## src/ypd_pkg.sv

```systemverilog
`timescale 1ns / 1ps
`default_nettype none

package ypd_pkg;

    // Fixed field widths of the block.
    localparam int DELTA_BITS    = 16;
    localparam int SENS_BITS     = 16;
    localparam int PITCH_BITS    = 24;
    localparam int REJECT_BITS   = 15;
    localparam int CFG_ADDR_BITS = 4;

    // Register map, one 32-bit word per register.
    typedef enum logic [1:0] {
        REG_SENS   = 2'd0,
        REG_PMIN   = 2'd1,
        REG_PMAX   = 2'd2,
        REG_REJECT = 2'd3
    } t_reg_idx;

    // Register reset values.
    localparam logic [SENS_BITS-1:0]          SENS_RESET   = 16'd3728;
    localparam logic signed [PITCH_BITS-1:0]  PMIN_RESET   = -24'sd3728270;
    localparam logic signed [PITCH_BITS-1:0]  PMAX_RESET   = 24'sd3728270;
    localparam logic [REJECT_BITS-1:0]        REJECT_RESET = 15'd500;

    // CORDIC constants: Q2.30 values, angles in 2^-32 turn.
    localparam int                 CORDIC_STEPS    = 30;
    localparam logic signed [31:0] CORDIC_GAIN_Q30 = 32'sd652032874;
    localparam logic [31:0]        EIGHTH_TURN     = 32'h2000_0000;

    // Request to the shared CORDIC unit.
    typedef struct packed {
        logic        start;
        logic [31:0] turn;
    } t_cordic_req;

    // Result of the shared CORDIC unit, valid while done is high.
    typedef struct packed {
        logic               done;
        logic signed [31:0] cos_v;
        logic signed [31:0] sin_v;
    } t_cordic_res;

    // Arctangent of 2^-i in 2^-32 turn units.
    function automatic logic signed [31:0] f_atan_turn32(input logic [4:0] idx);
        case (idx)
            5'd0:    return 32'sd536870912;
            5'd1:    return 32'sd316933406;
            5'd2:    return 32'sd167458907;
            5'd3:    return 32'sd85004756;
            5'd4:    return 32'sd42667331;
            5'd5:    return 32'sd21354465;
            5'd6:    return 32'sd10679838;
            5'd7:    return 32'sd5340245;
            5'd8:    return 32'sd2670163;
            5'd9:    return 32'sd1335087;
            5'd10:   return 32'sd667544;
            5'd11:   return 32'sd333772;
            5'd12:   return 32'sd166886;
            5'd13:   return 32'sd83443;
            5'd14:   return 32'sd41722;
            5'd15:   return 32'sd20861;
            5'd16:   return 32'sd10430;
            5'd17:   return 32'sd5215;
            5'd18:   return 32'sd2608;
            5'd19:   return 32'sd1304;
            5'd20:   return 32'sd652;
            5'd21:   return 32'sd326;
            5'd22:   return 32'sd163;
            5'd23:   return 32'sd81;
            5'd24:   return 32'sd41;
            5'd25:   return 32'sd20;
            5'd26:   return 32'sd10;
            5'd27:   return 32'sd5;
            5'd28:   return 32'sd3;
            5'd29:   return 32'sd1;
            default: return 32'sd0;
        endcase
    endfunction

endpackage

`default_nettype wire

```

## src/ypd_cordic.sv

```systemverilog
`timescale 1ns / 1ps
`default_nettype none

module ypd_cordic
    import ypd_pkg::*;
(
    input  wire logic         i_clk,
    input  wire logic         i_rst_n,
    input  wire t_cordic_req  i_req,
    output t_cordic_res       o_res
);

    localparam logic [4:0] LAST_STEP = 5'(CORDIC_STEPS - 1);

    logic signed [31:0] r_x;
    logic signed [31:0] r_y;
    logic signed [31:0] r_z;
    logic [1:0]         r_quad;
    logic [4:0]         r_step;
    logic               r_run;
    logic               r_done;

    logic [31:0]        w_rounded;
    logic [1:0]         w_quad;
    logic [31:0]        w_resid;
    logic signed [31:0] w_xs;
    logic signed [31:0] w_ys;
    logic signed [31:0] w_atan;

    // Nearest quadrant and the residue left within one eighth of a turn.
    assign w_rounded = i_req.turn + EIGHTH_TURN;
    assign w_quad    = w_rounded[31:30];
    assign w_resid   = i_req.turn - {w_quad, 30'd0};

    // One rotation step per cycle through a shared shifter pair.
    assign w_xs   = r_x >>> r_step;
    assign w_ys   = r_y >>> r_step;
    assign w_atan = f_atan_turn32(r_step);

    // Step sequencing.
    always_ff @(posedge i_clk) begin
        if (!i_rst_n) begin
            r_run  <= 1'b0;
            r_done <= 1'b0;
            r_step <= '0;
        end else begin
            r_done <= 1'b0;
            if (i_req.start) begin
                r_run  <= 1'b1;
                r_step <= '0;
            end else if (r_run) begin
                if (r_step == LAST_STEP) begin
                    r_run  <= 1'b0;
                    r_done <= 1'b1;
                end
                r_step <= r_step + 5'd1;
            end
        end
    end

    // Rotation datapath.
    always_ff @(posedge i_clk) begin
        if (i_req.start) begin
            r_x    <= CORDIC_GAIN_Q30;
            r_y    <= '0;
            r_z    <= signed'(w_resid);
            r_quad <= w_quad;
        end else if (r_run) begin
            if (!r_z[31]) begin
                r_x <= r_x - w_ys;
                r_y <= r_y + w_xs;
                r_z <= r_z - w_atan;
            end else begin
                r_x <= r_x + w_ys;
                r_y <= r_y - w_xs;
                r_z <= r_z + w_atan;
            end
        end
    end

    // Put the quadrant back exactly.
    always_comb begin
        o_res.done = r_done;
        if (r_quad[0]) begin
            o_res.cos_v = r_quad[1] ? r_y : -r_y;
            o_res.sin_v = r_quad[1] ? -r_x : r_x;
        end else begin
            o_res.cos_v = r_quad[1] ? -r_x : r_x;
            o_res.sin_v = r_quad[1] ? -r_y : r_y;
        end
    end

    a_done_idle: assert property (@(posedge i_clk) disable iff (!i_rst_n)
        r_done |-> !r_run)
        else $error("CORDIC reports done while still rotating");

    a_no_restart: assert property (@(posedge i_clk) disable iff (!i_rst_n)
        i_req.start |-> !r_run)
        else $error("CORDIC restarted in the middle of a rotation");

    a_last_done: assert property (@(posedge i_clk) disable iff (!i_rst_n)
        (r_run && r_step == LAST_STEP && !i_req.start) |=> r_done)
        else $error("CORDIC last step did not raise done");

endmodule

`default_nettype wire

```

## src/yaw_pitch_direction_update.sv

```systemverilog
`timescale 1ns / 1ps
`default_nettype none

// Mouse-look direction unit. Each input item carries a signed pointer delta
// pair; each item gives one result item with both angles, the forward vector
// and the right vector (Q1.(VECTOR_BITS-1)) and an accepted flag.
// Input and output channels use valid and stall; an item moves on a rising
// edge where valid is high and stall is low. The APB port (pready always
// high) holds sensitivity, pitch bounds and the vertical reject limit.
// One item is in work at a time. From the accepting edge the result passes
// through bit-serial delta product, an angle update, two passes of one
// shared 30-step CORDIC unit (yaw, then pitch), bit-serial vector products
// and output rounding before it shows on the output. The next item is taken
// at the end of the cycle in which the result shows. Reset sets yaw and
// pitch to zero, the registers to their defaults and empties the output
// register. When the receiver stalls, the result holds in the output
// register and the block keeps taking and working on the next item; it
// waits in its last cycle only if that next result is ready before the
// previous one has been taken.
module yaw_pitch_direction_update
    import ypd_pkg::*;
#(
    parameter int ANGLE_BITS  = 24,
    parameter int VECTOR_BITS = 16
) (
    input  wire logic                          i_clk,
    input  wire logic                          i_rst_n,
    input  wire logic                          psel,
    input  wire logic                          penable,
    input  wire logic                          pwrite,
    input  wire logic [CFG_ADDR_BITS-1:0]      paddr,
    input  wire logic [31:0]                   pwdata,
    output logic [31:0]                        prdata,
    output logic                               pready,
    input  wire logic                          i_in_valid,
    output logic                               o_in_stall,
    input  wire logic signed [DELTA_BITS-1:0]  i_delta_x,
    input  wire logic signed [DELTA_BITS-1:0]  i_delta_y,
    output logic                               o_out_valid,
    input  wire logic                          i_out_stall,
    output logic                               o_accepted,
    output logic [ANGLE_BITS-1:0]              o_yaw_out,
    output logic signed [PITCH_BITS-1:0]       o_pitch_out,
    output logic signed [VECTOR_BITS-1:0]      o_forward_x,
    output logic signed [VECTOR_BITS-1:0]      o_forward_y,
    output logic signed [VECTOR_BITS-1:0]      o_forward_z,
    output logic signed [VECTOR_BITS-1:0]      o_right_x,
    output logic signed [VECTOR_BITS-1:0]      o_right_z
);

    localparam int TURN_SHIFT = 32 - ANGLE_BITS;
    localparam int SHIFT_ONE  = 31 - VECTOR_BITS;
    localparam int SHIFT_TWO  = 61 - VECTOR_BITS;
    localparam int PROD_BITS  = 65;
    localparam logic signed [PROD_BITS-1:0] PROD_ONE = PROD_BITS'(1);
    localparam logic signed [PROD_BITS-1:0] VEC_TOP  =
        (PROD_ONE <<< (VECTOR_BITS - 1)) - PROD_ONE;
    localparam logic signed [PROD_BITS-1:0] VEC_BOT  = -VEC_TOP - PROD_ONE;
    localparam logic [4:0] MULD_LAST = 5'(SENS_BITS - 1);
    localparam logic [4:0] MULV_LAST = 5'(32 - 1);

    typedef enum logic [6:0] {
        ST_IDLE = 7'b0000001,
        ST_MULD = 7'b0000010,
        ST_UPD  = 7'b0000100,
        ST_CORY = 7'b0001000,
        ST_CORP = 7'b0010000,
        ST_MULV = 7'b0100000,
        ST_FIN  = 7'b1000000
    } t_state;

    t_state r_state;
    t_state n_state;

    // Configuration registers.
    logic [SENS_BITS-1:0]          r_sens;
    logic signed [PITCH_BITS-1:0]  r_pmin;
    logic signed [PITCH_BITS-1:0]  r_pmax;
    logic [REJECT_BITS-1:0]        r_reject;

    // Angle state.
    logic [ANGLE_BITS-1:0]         r_yaw;
    logic signed [PITCH_BITS-1:0]  r_pitch;
    logic [ANGLE_BITS-1:0]         n_yaw;
    logic signed [PITCH_BITS-1:0]  n_pitch;

    // Serial multiplier pair and operands.
    logic signed [31:0] r_mcand_a;
    logic signed [31:0] r_mcand_b;
    logic signed [32:0] r_hi_a;
    logic signed [32:0] r_hi_b;
    logic [31:0]        r_lo_a;
    logic [31:0]        r_lo_b;
    logic [4:0]         r_cnt;
    logic               r_ok;
    logic signed [31:0] r_sin_p;

    // Output register.
    logic                          r_out_valid;
    logic                          r_accepted;
    logic [ANGLE_BITS-1:0]         r_yaw_o;
    logic signed [PITCH_BITS-1:0]  r_pitch_o;
    logic signed [VECTOR_BITS-1:0] r_fwd_x;
    logic signed [VECTOR_BITS-1:0] r_fwd_y;
    logic signed [VECTOR_BITS-1:0] r_fwd_z;
    logic signed [VECTOR_BITS-1:0] r_rgt_x;
    logic signed [VECTOR_BITS-1:0] r_rgt_z;

    logic                   w_cfg_wr;
    logic                   w_in_acc;
    logic                   w_out_load;
    logic [DELTA_BITS:0]    w_abs_dy;
    logic                   w_mul_run;
    logic                   w_mul_last;
    logic                   w_sub;
    logic signed [33:0]     w_add_a;
    logic signed [33:0]     w_add_b;
    logic signed [33:0]     w_sum_a;
    logic signed [33:0]     w_sum_b;
    logic signed [31:0]     w_prod_x;
    logic signed [31:0]     w_prod_y;
    logic [ANGLE_BITS-1:0]  w_yaw_sum;
    logic signed [32:0]     w_pitch_wide;
    logic signed [32:0]     w_pitch_lo;
    logic signed [32:0]     w_pitch_hi;
    logic signed [32:0]     w_pitch_clamp;
    logic signed [PROD_BITS-1:0] w_prod_fx;
    logic signed [PROD_BITS-1:0] w_prod_fz;
    t_cordic_req            w_req;
    t_cordic_res            w_res;

    // Round to nearest at the given shift, then saturate to the vector range.
    function automatic logic signed [VECTOR_BITS-1:0] f_to_vec(
        input logic signed [PROD_BITS-1:0] v,
        input int                          shift
    );
        logic signed [PROD_BITS-1:0] t;
        logic signed [PROD_BITS-1:0] r;
        t = v >>> (shift - 1);
        r = (t + PROD_ONE) >>> 1;
        if (r > VEC_TOP) begin
            return VEC_TOP[VECTOR_BITS-1:0];
        end else if (r < VEC_BOT) begin
            return VEC_BOT[VECTOR_BITS-1:0];
        end
        return r[VECTOR_BITS-1:0];
    endfunction

    // Configuration port.
    assign pready   = 1'b1;
    assign w_cfg_wr = psel & penable & pwrite;

    always_ff @(posedge i_clk) begin
        if (!i_rst_n) begin
            r_sens   <= SENS_RESET;
            r_pmin   <= PMIN_RESET;
            r_pmax   <= PMAX_RESET;
            r_reject <= REJECT_RESET;
        end else if (w_cfg_wr) begin
            case (t_reg_idx'(paddr[3:2]))
                REG_SENS:   r_sens   <= pwdata[SENS_BITS-1:0];
                REG_PMIN:   r_pmin   <= pwdata[PITCH_BITS-1:0];
                REG_PMAX:   r_pmax   <= pwdata[PITCH_BITS-1:0];
                REG_REJECT: r_reject <= pwdata[REJECT_BITS-1:0];
                default: begin
                end
            endcase
        end
    end

    always_comb begin
        case (t_reg_idx'(paddr[3:2]))
            REG_SENS:   prdata = {{(32-SENS_BITS){1'b0}}, r_sens};
            REG_PMIN:   prdata = {{(32-PITCH_BITS){1'b0}}, r_pmin};
            REG_PMAX:   prdata = {{(32-PITCH_BITS){1'b0}}, r_pmax};
            REG_REJECT: prdata = {{(32-REJECT_BITS){1'b0}}, r_reject};
            default:    prdata = '0;
        endcase
    end

    // Channel handshakes.
    assign o_in_stall = (r_state != ST_IDLE);
    assign w_in_acc   = i_in_valid & ~o_in_stall;
    assign w_out_load = (r_state == ST_FIN) && (!r_out_valid || !i_out_stall);

    // Magnitude of the vertical delta for the reject test.
    assign w_abs_dy = i_delta_y[DELTA_BITS-1] ?
        ((DELTA_BITS + 1)'(0) - (DELTA_BITS + 1)'(i_delta_y)) :
        (DELTA_BITS + 1)'(i_delta_y);

    // Shift-add multiplier step, one multiplier bit per cycle. The last bit of
    // a signed multiplier carries negative weight.
    assign w_mul_run  = (r_state == ST_MULD) || (r_state == ST_MULV);
    assign w_mul_last = (r_state == ST_MULD) ? (r_cnt == MULD_LAST) : (r_cnt == MULV_LAST);
    assign w_sub      = (r_state == ST_MULV) && (r_cnt == MULV_LAST);
    assign w_add_a    = r_lo_a[0] ? 34'(r_mcand_a) : '0;
    assign w_add_b    = r_lo_b[0] ? 34'(r_mcand_b) : '0;
    assign w_sum_a    = w_sub ? (34'(r_hi_a) - w_add_a) : (34'(r_hi_a) + w_add_a);
    assign w_sum_b    = w_sub ? (34'(r_hi_b) - w_add_b) : (34'(r_hi_b) + w_add_b);

    // Delta products after the short pass; vector products after the long one.
    assign w_prod_x  = {r_hi_a[SENS_BITS-1:0], r_lo_a[31:32-SENS_BITS]};
    assign w_prod_y  = {r_hi_b[SENS_BITS-1:0], r_lo_b[31:32-SENS_BITS]};
    assign w_prod_fx = {r_hi_a, r_lo_a};
    assign w_prod_fz = {r_hi_b, r_lo_b};

    // Angle update: yaw wraps, pitch is clamped low bound first.
    assign w_yaw_sum    = r_yaw + w_prod_x[ANGLE_BITS-1:0];
    assign w_pitch_wide = 33'(r_pitch) - 33'(w_prod_y);
    assign w_pitch_lo   = 33'(r_pmin);
    assign w_pitch_hi   = 33'(r_pmax);

    always_comb begin
        w_pitch_clamp = w_pitch_wide;
        if (w_pitch_clamp < w_pitch_lo) begin
            w_pitch_clamp = w_pitch_lo;
        end
        if (w_pitch_clamp > w_pitch_hi) begin
            w_pitch_clamp = w_pitch_hi;
        end
    end

    assign n_yaw   = r_ok ? w_yaw_sum : r_yaw;
    assign n_pitch = r_ok ? PITCH_BITS'(w_pitch_clamp) : r_pitch;

    // CORDIC requests: yaw after the update, pitch once yaw is done.
    always_comb begin
        w_req.start = 1'b0;
        w_req.turn  = 32'(r_yaw) << TURN_SHIFT;
        if (r_state == ST_UPD) begin
            w_req.start = 1'b1;
            w_req.turn  = 32'(n_yaw) << TURN_SHIFT;
        end else if (r_state == ST_CORY && w_res.done) begin
            w_req.start = 1'b1;
            w_req.turn  = 32'(r_pitch) << TURN_SHIFT;
        end
    end

    ypd_cordic u_cordic (
        .i_clk   (i_clk),
        .i_rst_n (i_rst_n),
        .i_req   (w_req),
        .o_res   (w_res)
    );

    // Sequencer.
    always_comb begin
        n_state = r_state;
        case (r_state)
            ST_IDLE: if (w_in_acc) n_state = ST_MULD;
            ST_MULD: if (w_mul_last) n_state = ST_UPD;
            ST_UPD:  n_state = ST_CORY;
            ST_CORY: if (w_res.done) n_state = ST_CORP;
            ST_CORP: if (w_res.done) n_state = ST_MULV;
            ST_MULV: if (w_mul_last) n_state = ST_FIN;
            ST_FIN:  if (w_out_load) n_state = ST_IDLE;
            default: n_state = ST_IDLE;
        endcase
    end

    // Control state, angle state and output valid.
    always_ff @(posedge i_clk) begin
        if (!i_rst_n) begin
            r_state     <= ST_IDLE;
            r_cnt       <= '0;
            r_yaw       <= '0;
            r_pitch     <= '0;
            r_out_valid <= 1'b0;
        end else begin
            r_state <= n_state;
            r_cnt   <= (w_mul_run && !w_mul_last) ? (r_cnt + 5'd1) : '0;
            if (r_state == ST_UPD) begin
                r_yaw   <= n_yaw;
                r_pitch <= n_pitch;
            end
            if (w_out_load) begin
                r_out_valid <= 1'b1;
            end else if (!i_out_stall) begin
                r_out_valid <= 1'b0;
            end
        end
    end

    // Datapath registers.
    always_ff @(posedge i_clk) begin
        if (w_in_acc) begin
            r_mcand_a <= 32'(i_delta_x);
            r_mcand_b <= 32'(i_delta_y);
            r_hi_a    <= '0;
            r_hi_b    <= '0;
            r_lo_a    <= 32'(r_sens);
            r_lo_b    <= 32'(r_sens);
            r_ok      <= (w_abs_dy <= (DELTA_BITS + 1)'(r_reject));
        end
        if (w_mul_run) begin
            r_hi_a <= w_sum_a[33:1];
            r_hi_b <= w_sum_b[33:1];
            r_lo_a <= {w_sum_a[0], r_lo_a[31:1]};
            r_lo_b <= {w_sum_b[0], r_lo_b[31:1]};
        end
        // Keep sin and cos of yaw as the multiplicands for the vector pass.
        if (r_state == ST_CORY && w_res.done) begin
            r_mcand_a <= w_res.sin_v;
            r_mcand_b <= w_res.cos_v;
        end
        // Cosine of pitch is the shared multiplier of both products.
        if (r_state == ST_CORP && w_res.done) begin
            r_sin_p <= w_res.sin_v;
            r_hi_a  <= '0;
            r_hi_b  <= '0;
            r_lo_a  <= w_res.cos_v;
            r_lo_b  <= w_res.cos_v;
        end
        if (w_out_load) begin
            r_accepted <= r_ok;
            r_yaw_o    <= r_yaw;
            r_pitch_o  <= r_pitch;
            r_fwd_x    <= f_to_vec(w_prod_fx, SHIFT_TWO);
            r_fwd_y    <= f_to_vec(-(PROD_BITS'(r_sin_p)), SHIFT_ONE);
            r_fwd_z    <= f_to_vec(w_prod_fz, SHIFT_TWO);
            r_rgt_x    <= f_to_vec(PROD_BITS'(r_mcand_b), SHIFT_ONE);
            r_rgt_z    <= f_to_vec(-(PROD_BITS'(r_mcand_a)), SHIFT_ONE);
        end
    end

    assign o_out_valid = r_out_valid;
    assign o_accepted  = r_accepted;
    assign o_yaw_out   = r_yaw_o;
    assign o_pitch_out = r_pitch_o;
    assign o_forward_x = r_fwd_x;
    assign o_forward_y = r_fwd_y;
    assign o_forward_z = r_fwd_z;
    assign o_right_x   = r_rgt_x;
    assign o_right_z   = r_rgt_z;

    a_acc_starts: assert property (@(posedge i_clk) disable iff (!i_rst_n)
        w_in_acc |=> r_state == ST_MULD)
        else $error("Accepted item did not start the delta products");

    a_clamp: assert property (@(posedge i_clk) disable iff (!i_rst_n)
        ($past(r_state == ST_UPD && r_ok) && $stable(r_pmin) && $stable(r_pmax)
            && r_pmin <= r_pmax)
        |-> (r_pitch >= r_pmin && r_pitch <= r_pmax))
        else $error("Updated pitch lies outside its bounds");

    a_fin_hold: assert property (@(posedge i_clk) disable iff (!i_rst_n)
        (r_state == ST_FIN && r_out_valid && i_out_stall) |=> r_state == ST_FIN)
        else $error("Result left the final step while the output was full");

    a_out_rise: assert property (@(posedge i_clk) disable iff (!i_rst_n)
        $rose(o_out_valid) |-> $past(r_state == ST_FIN))
        else $error("Output valid rose outside the final step");

endmodule

`default_nettype wire
```

## config.mk

```make
export PLATFORM = sky130hd
export DESIGN_NAME = yaw_pitch_direction_update
export DESIGN_NICKNAME = d
export VERILOG_FILES = /design/src/ypd_pkg.sv /design/src/ypd_cordic.sv /design/src/yaw_pitch_direction_update.sv
export SDC_FILE = /design/constraint.sdc
export NUM_CORES = 2
export LEC_CHECK = 0
export BUFFER_PORTS_ARGS = -buffer_cell sky130_fd_sc_hd__buf_2
export CAP_MARGIN = 30
export CORE_MARGIN = 5
export CORE_UTILIZATION = 40
export CTS_CLUSTER_DIAMETER = 200
export DETAILED_ROUTE_END_ITERATION = 12
export PLACE_DENSITY = 0.6
export SETUP_SLACK_MARGIN = 0.05
export SLEW_MARGIN = 40
export SYNTH_ARGS = -nofsm -noshare
export SYNTH_HDL_FRONTEND = slang
export SYNTH_SLANG_ARGS = --single-unit
```

## constraint.sdc

```tcl
create_clock -name i_clk -period 14.85 [get_ports i_clk]
set_clock_uncertainty 0.2 [all_clocks]
set_input_delay 0.7425 -clock i_clk [delete_from_list [all_inputs] [get_ports i_clk]]
set_output_delay 0.7425 -clock i_clk [all_outputs]
set_load 0.1 [all_outputs]
```

==> reports/results.tsv <==
metric	value	unit
DR vias/cell	5.903	
Avg Cell Area, Syn	8.488	µm²
GRT Residual Overflow	0	
Core Footprint	0.1233	mm²
Crit Path Max Fanout	50	
path type of the worst min-delay path	input port to flip-flop	
Detailed Route WL	164500	µm
delay-heaviest family, CP	compound AO/OA/AOI/OAI gates	
slack of the worst reg-to-reg path	5840	ps
Top Ports	239	
setup repair after global routing missed its margin	no	
NumNets Final	6263	
beginning of the worst register-to-register path	r_pitch[0]	
DRT Pass-1 Iters	6	
r2r worst-path depth	36	
count of mapped cells out of synthesis	5832	
Critical R2R Capture	r_pitch[0]	
number of synthesized flops with an enable pin	324	
Buf+Inv Stages, Crit Path	4	
Worst setup EP type	flip-flop	
shortest period the worst path allows	9006	ps
routability-driven placement congestion ratio	0.9563	
dpl cells	7413	
Starting Density	0.4014	
leak pwr	21.95	nW
Inserted Clock Buffers	75	
critical hold path startpoint	pwdata[17]	
CP peak stage delay	590	ps
met3 demand-to-capacity share in global routing	0.04043	
sink of the worst hold path	r_pmax[17]	
Chip Width	361.8	µm
maximum root-to-sink buffer count	3	
Synth warnings	0	
Critical Path Start Type	flip-flop	
Period Utilization, post-route	0.6065	
number of placement rows	129	
slew of the pin with the lowest slew margin	949.2	ps
Power Total	0.007605	W
Slowest-stage cell, CP	a2111oi_0	
hold path cells	3	
die area	0.1309	mm²
MaxCap Viol Count	0	
estimated wirelength of the detail-placed design	123600	µm
quantity of gates resized following cts	0	
met2 usage in global routing	0.3867	
Post-Place Worst Slack	6029	ps
clock slew at the register clock pins of the worst setup and hold paths	60	ps
main flop type after synthesis	edfxtp_1	
fraction of layout instances using a drive strength above 1	0.1071	
final-report hold violation count	0	
clock sinks	631	
part of the Yosys area used for sequential elements	0.3207	
maximum clock frequency	111.0	MHz
Routed Antenna Nets	0	
GRT Util Overall	0.2397	
first-pass GRT wire length	247900	µm
share of flip-flops with an asynchronous set or reset after synthesis	0	
H-tree lvl count	3	
Remaining DRCs	0	
classification of the worst setup path	flip-flop to flip-flop	
count of buffers added by post-CTS timing repair for setup	0	
total number of vias	44607	
hold buffers post-CTS	0	
# port buffers	219	
initial antenna violation count	9	
relative area change from synthesis to final layout	10.05	%
area of the mapped netlist	0.04950	mm²
most frequent cell on the critical path	o21ai_0	
WP data required	15210	ps
clk root buf	clkbuf_16	
post-route setup TNS	0	ps
number of violations reported at the end of detailed-routing iteration 0	4041	
Skew-Pair Late Insertion Delay	680	ps
Netlist cell types	98	
run status	complete, no violations	
final setup vio count	0	
routing layer with the top usage in global route	met2	
number of max-slew violations in the final report	0	
final routed wire length divided by cell count	21.76	µm
TritonCTS clock tree	yes	
non-filler instance count after layout	7557	
Final Worst Setup Slack	5844	ps
pin count of the biggest net entering global routing	87	
signal arrival time at the worst endpoint	9370	ps
vertical die dimension	361.8	µm
power per cell area	139.6	mW/mm²
peak ir drop on the vdd network	0.00009258	V
grt met1 use	0.3244	
slew margin rel.	0.3672	
total of flip-flops plus latches after synthesis	631	
number of global-route vias before repair	41463	
-- power by group --
group          total, W  switching [W]  internal [W]  leakage (nW)
Sequential      0.00242       0.000420       0.00200          5.57
Combinational   0.00326        0.00189       0.00137          15.1
Clock           0.00192       0.000813       0.00111          1.23
Total           0.00761        0.00312       0.00448          21.9
-- through the flow --
step,hold WS [ps],util,instance area (µm²)
final,134.5,0.4418,54480
after global placement,232.9,0.4200,51790
after detailed placement,245.7,0.4206,51870
after global routing,131.7,0.4417,54470
after floorplan,217.5,-,49530
after CTS,92.10,0.4411,54400
-- synth_stat cells, types with 13 or more instances --
cell | n | area [µm²]
mux2i_1 | 88 | 880.8
nor3_1 | 114 | 570.6
nor3b_1 | 16 | 120.1
nand3_1 | 129 | 645.6
o41ai_1 | 16 | 140.1
a31oi_1 | 58 | 362.9
inv_1 | 201 | 754.5
nand4_1 | 33 | 206.5
a22oi_1 | 25 | 187.7
a41oi_1 | 13 | 113.9
or3_1 | 53 | 331.6
a221oi_1 | 16 | 140.1
edfxtp_1 | 324 | 9729
ha_1 | 325 | 4066
mux2_2 | 40 | 450.4
or2_2 | 28 | 175.2
and3_1 | 52 | 325.3
a21o_1 | 174 | 1306
o31ai_1 | 40 | 300.3
nand2_1 | 781 | 2932
buf_2 | 16 | 80.08
nor4_1 | 33 | 206.5
xnor2_1 | 272 | 2382
a211o_1 | 20 | 175.2
a211oi_1 | 76 | 570.6
nor2b_1 | 52 | 325.3
a22o_1 | 26 | 227.7
nand2b_1 | 66 | 412.9
o21a_1 | 58 | 435.4
clkbuf_1 | 277 | 1040
nor2_1 | 420 | 1577
mux4_2 | 86 | 1937
dfxtp_1 | 307 | 6146
buf_1 | 39 | 146.4
and2_1 | 45 | 281.5
xor2_1 | 220 | 1927
o22ai_1 | 44 | 275.3
o21bai_1 | 25 | 187.7
o211ai_1 | 65 | 488.0
a21oi_1 | 453 | 2267
or4_1 | 18 | 135.1
o21ai_0 | 421 | 2107
-- flip-flops by register name (all words and copies together) (netlist names), 24 cells and up --
name	flops
o_pitch_out	24
r_pitch	24
r_yaw	24
r_hi_b	33
r_lo_a	32
r_sin_p	32
r_mcand_a	32
r_pmin	24
r_hi_a	33
u_cordic.r_y	32
r_lo_b	32
u_cordic.w_atan	30
u_cordic.r_x	32
r_pmax	24
o_yaw_out	24
r_mcand_b	32
u_cordic.r_z	32
-- cell usage in the layout, fill, tap and decap left out, types with 40 or more instances in the layout --
cell and instances:
a211oi_1 75, mux2_2 40, a21oi_1 449, and3_1 51, and2_1 45, buf_2 220, xnor2_1 272, o211ai_1 65
mux4_2 86, dfxtp_1 302, o21ai_0 415, clkbuf_16 78, inv_1 199, ha_1 325, o21a_1 58, nand2_1 780
a31oi_1 55, or3_1 53, a21o_1 173, nand2b_1 66, nor3_1 111, edfxtp_1 324, xor2_1 220, buf_4 63
o31ai_1 40, nor2_1 417, mux2i_1 88, nand3_1 128, nor2b_1 50, o22ai_1 44
-- worst max path at each step --
| stage | start | endpoint | slack, ps | cells past startpoint |
|---|---|---|---|---|
| finish | r_pitch[0] | r_pitch[0] | 5840 | 36 |
| global route | r_pitch[0] | r_pitch[0] | 5190 | 36 |
| CTS | r_lo_b[16] | r_pitch[0] | 5960 | 35 |
| detailed placement | r_lo_b[16] | r_pitch[0] | 6030 | 35 |
| global placement | r_lo_b[16] | r_pitch[0] | 5980 | 34 |
| floorplan | i_out_stall | o_accepted | 7020 | 1 |
-- layout make-up --
| type | instances | area [µm²] |
|---|---|---|
| fill | 12196 | 68840 |
| clock buffer | 96 | 2079 |
| antenna | 3 | 7.507 |
| timing repair buffer | 289 | 1659 |
| tap | 1637 | 2048 |
| sequential | 631 | 15890 |
| multi-input combinational | 4650 | 31560 |
| clock inverter | 42 | 450.4 |
| inverter | 209 | 785.8 |
-- layer usage --
metal / routed length (µm) / part of all wire
met1: 71560 / 0.44
met2: 74390 / 0.45
met3: 12240 / 0.074
met4: 6272 / 0.038
met5: 13 / 0.000079
-- worst reg2reg max path, delay by kind of cell (launching register included) --
family	cells	cell delay (ps)
AO/OA/AOI/OAI	17	4490
AND/OR/NAND/NOR	11	1870
adder cells (fa/ha/maj)	4	1250
buffers and inverters	4	760
flip-flops	1	350
-- cells by family after synthesis --
family / after synthesis / synth area share
adders and majority gates: 334 / 0.08538
xor gates and xnor gates: 492 / 0.08705
AOI/OAI and AO/OA: 1698 / 0.2175
DFF: 631 / 0.3207
buffers and inverters: 558 / 0.04517
muxes: 214 / 0.06602
and+or+nand+nor: 1903 / 0.1780
other: 2 / 0.0001517
Power figures use the tool's default switching activity.
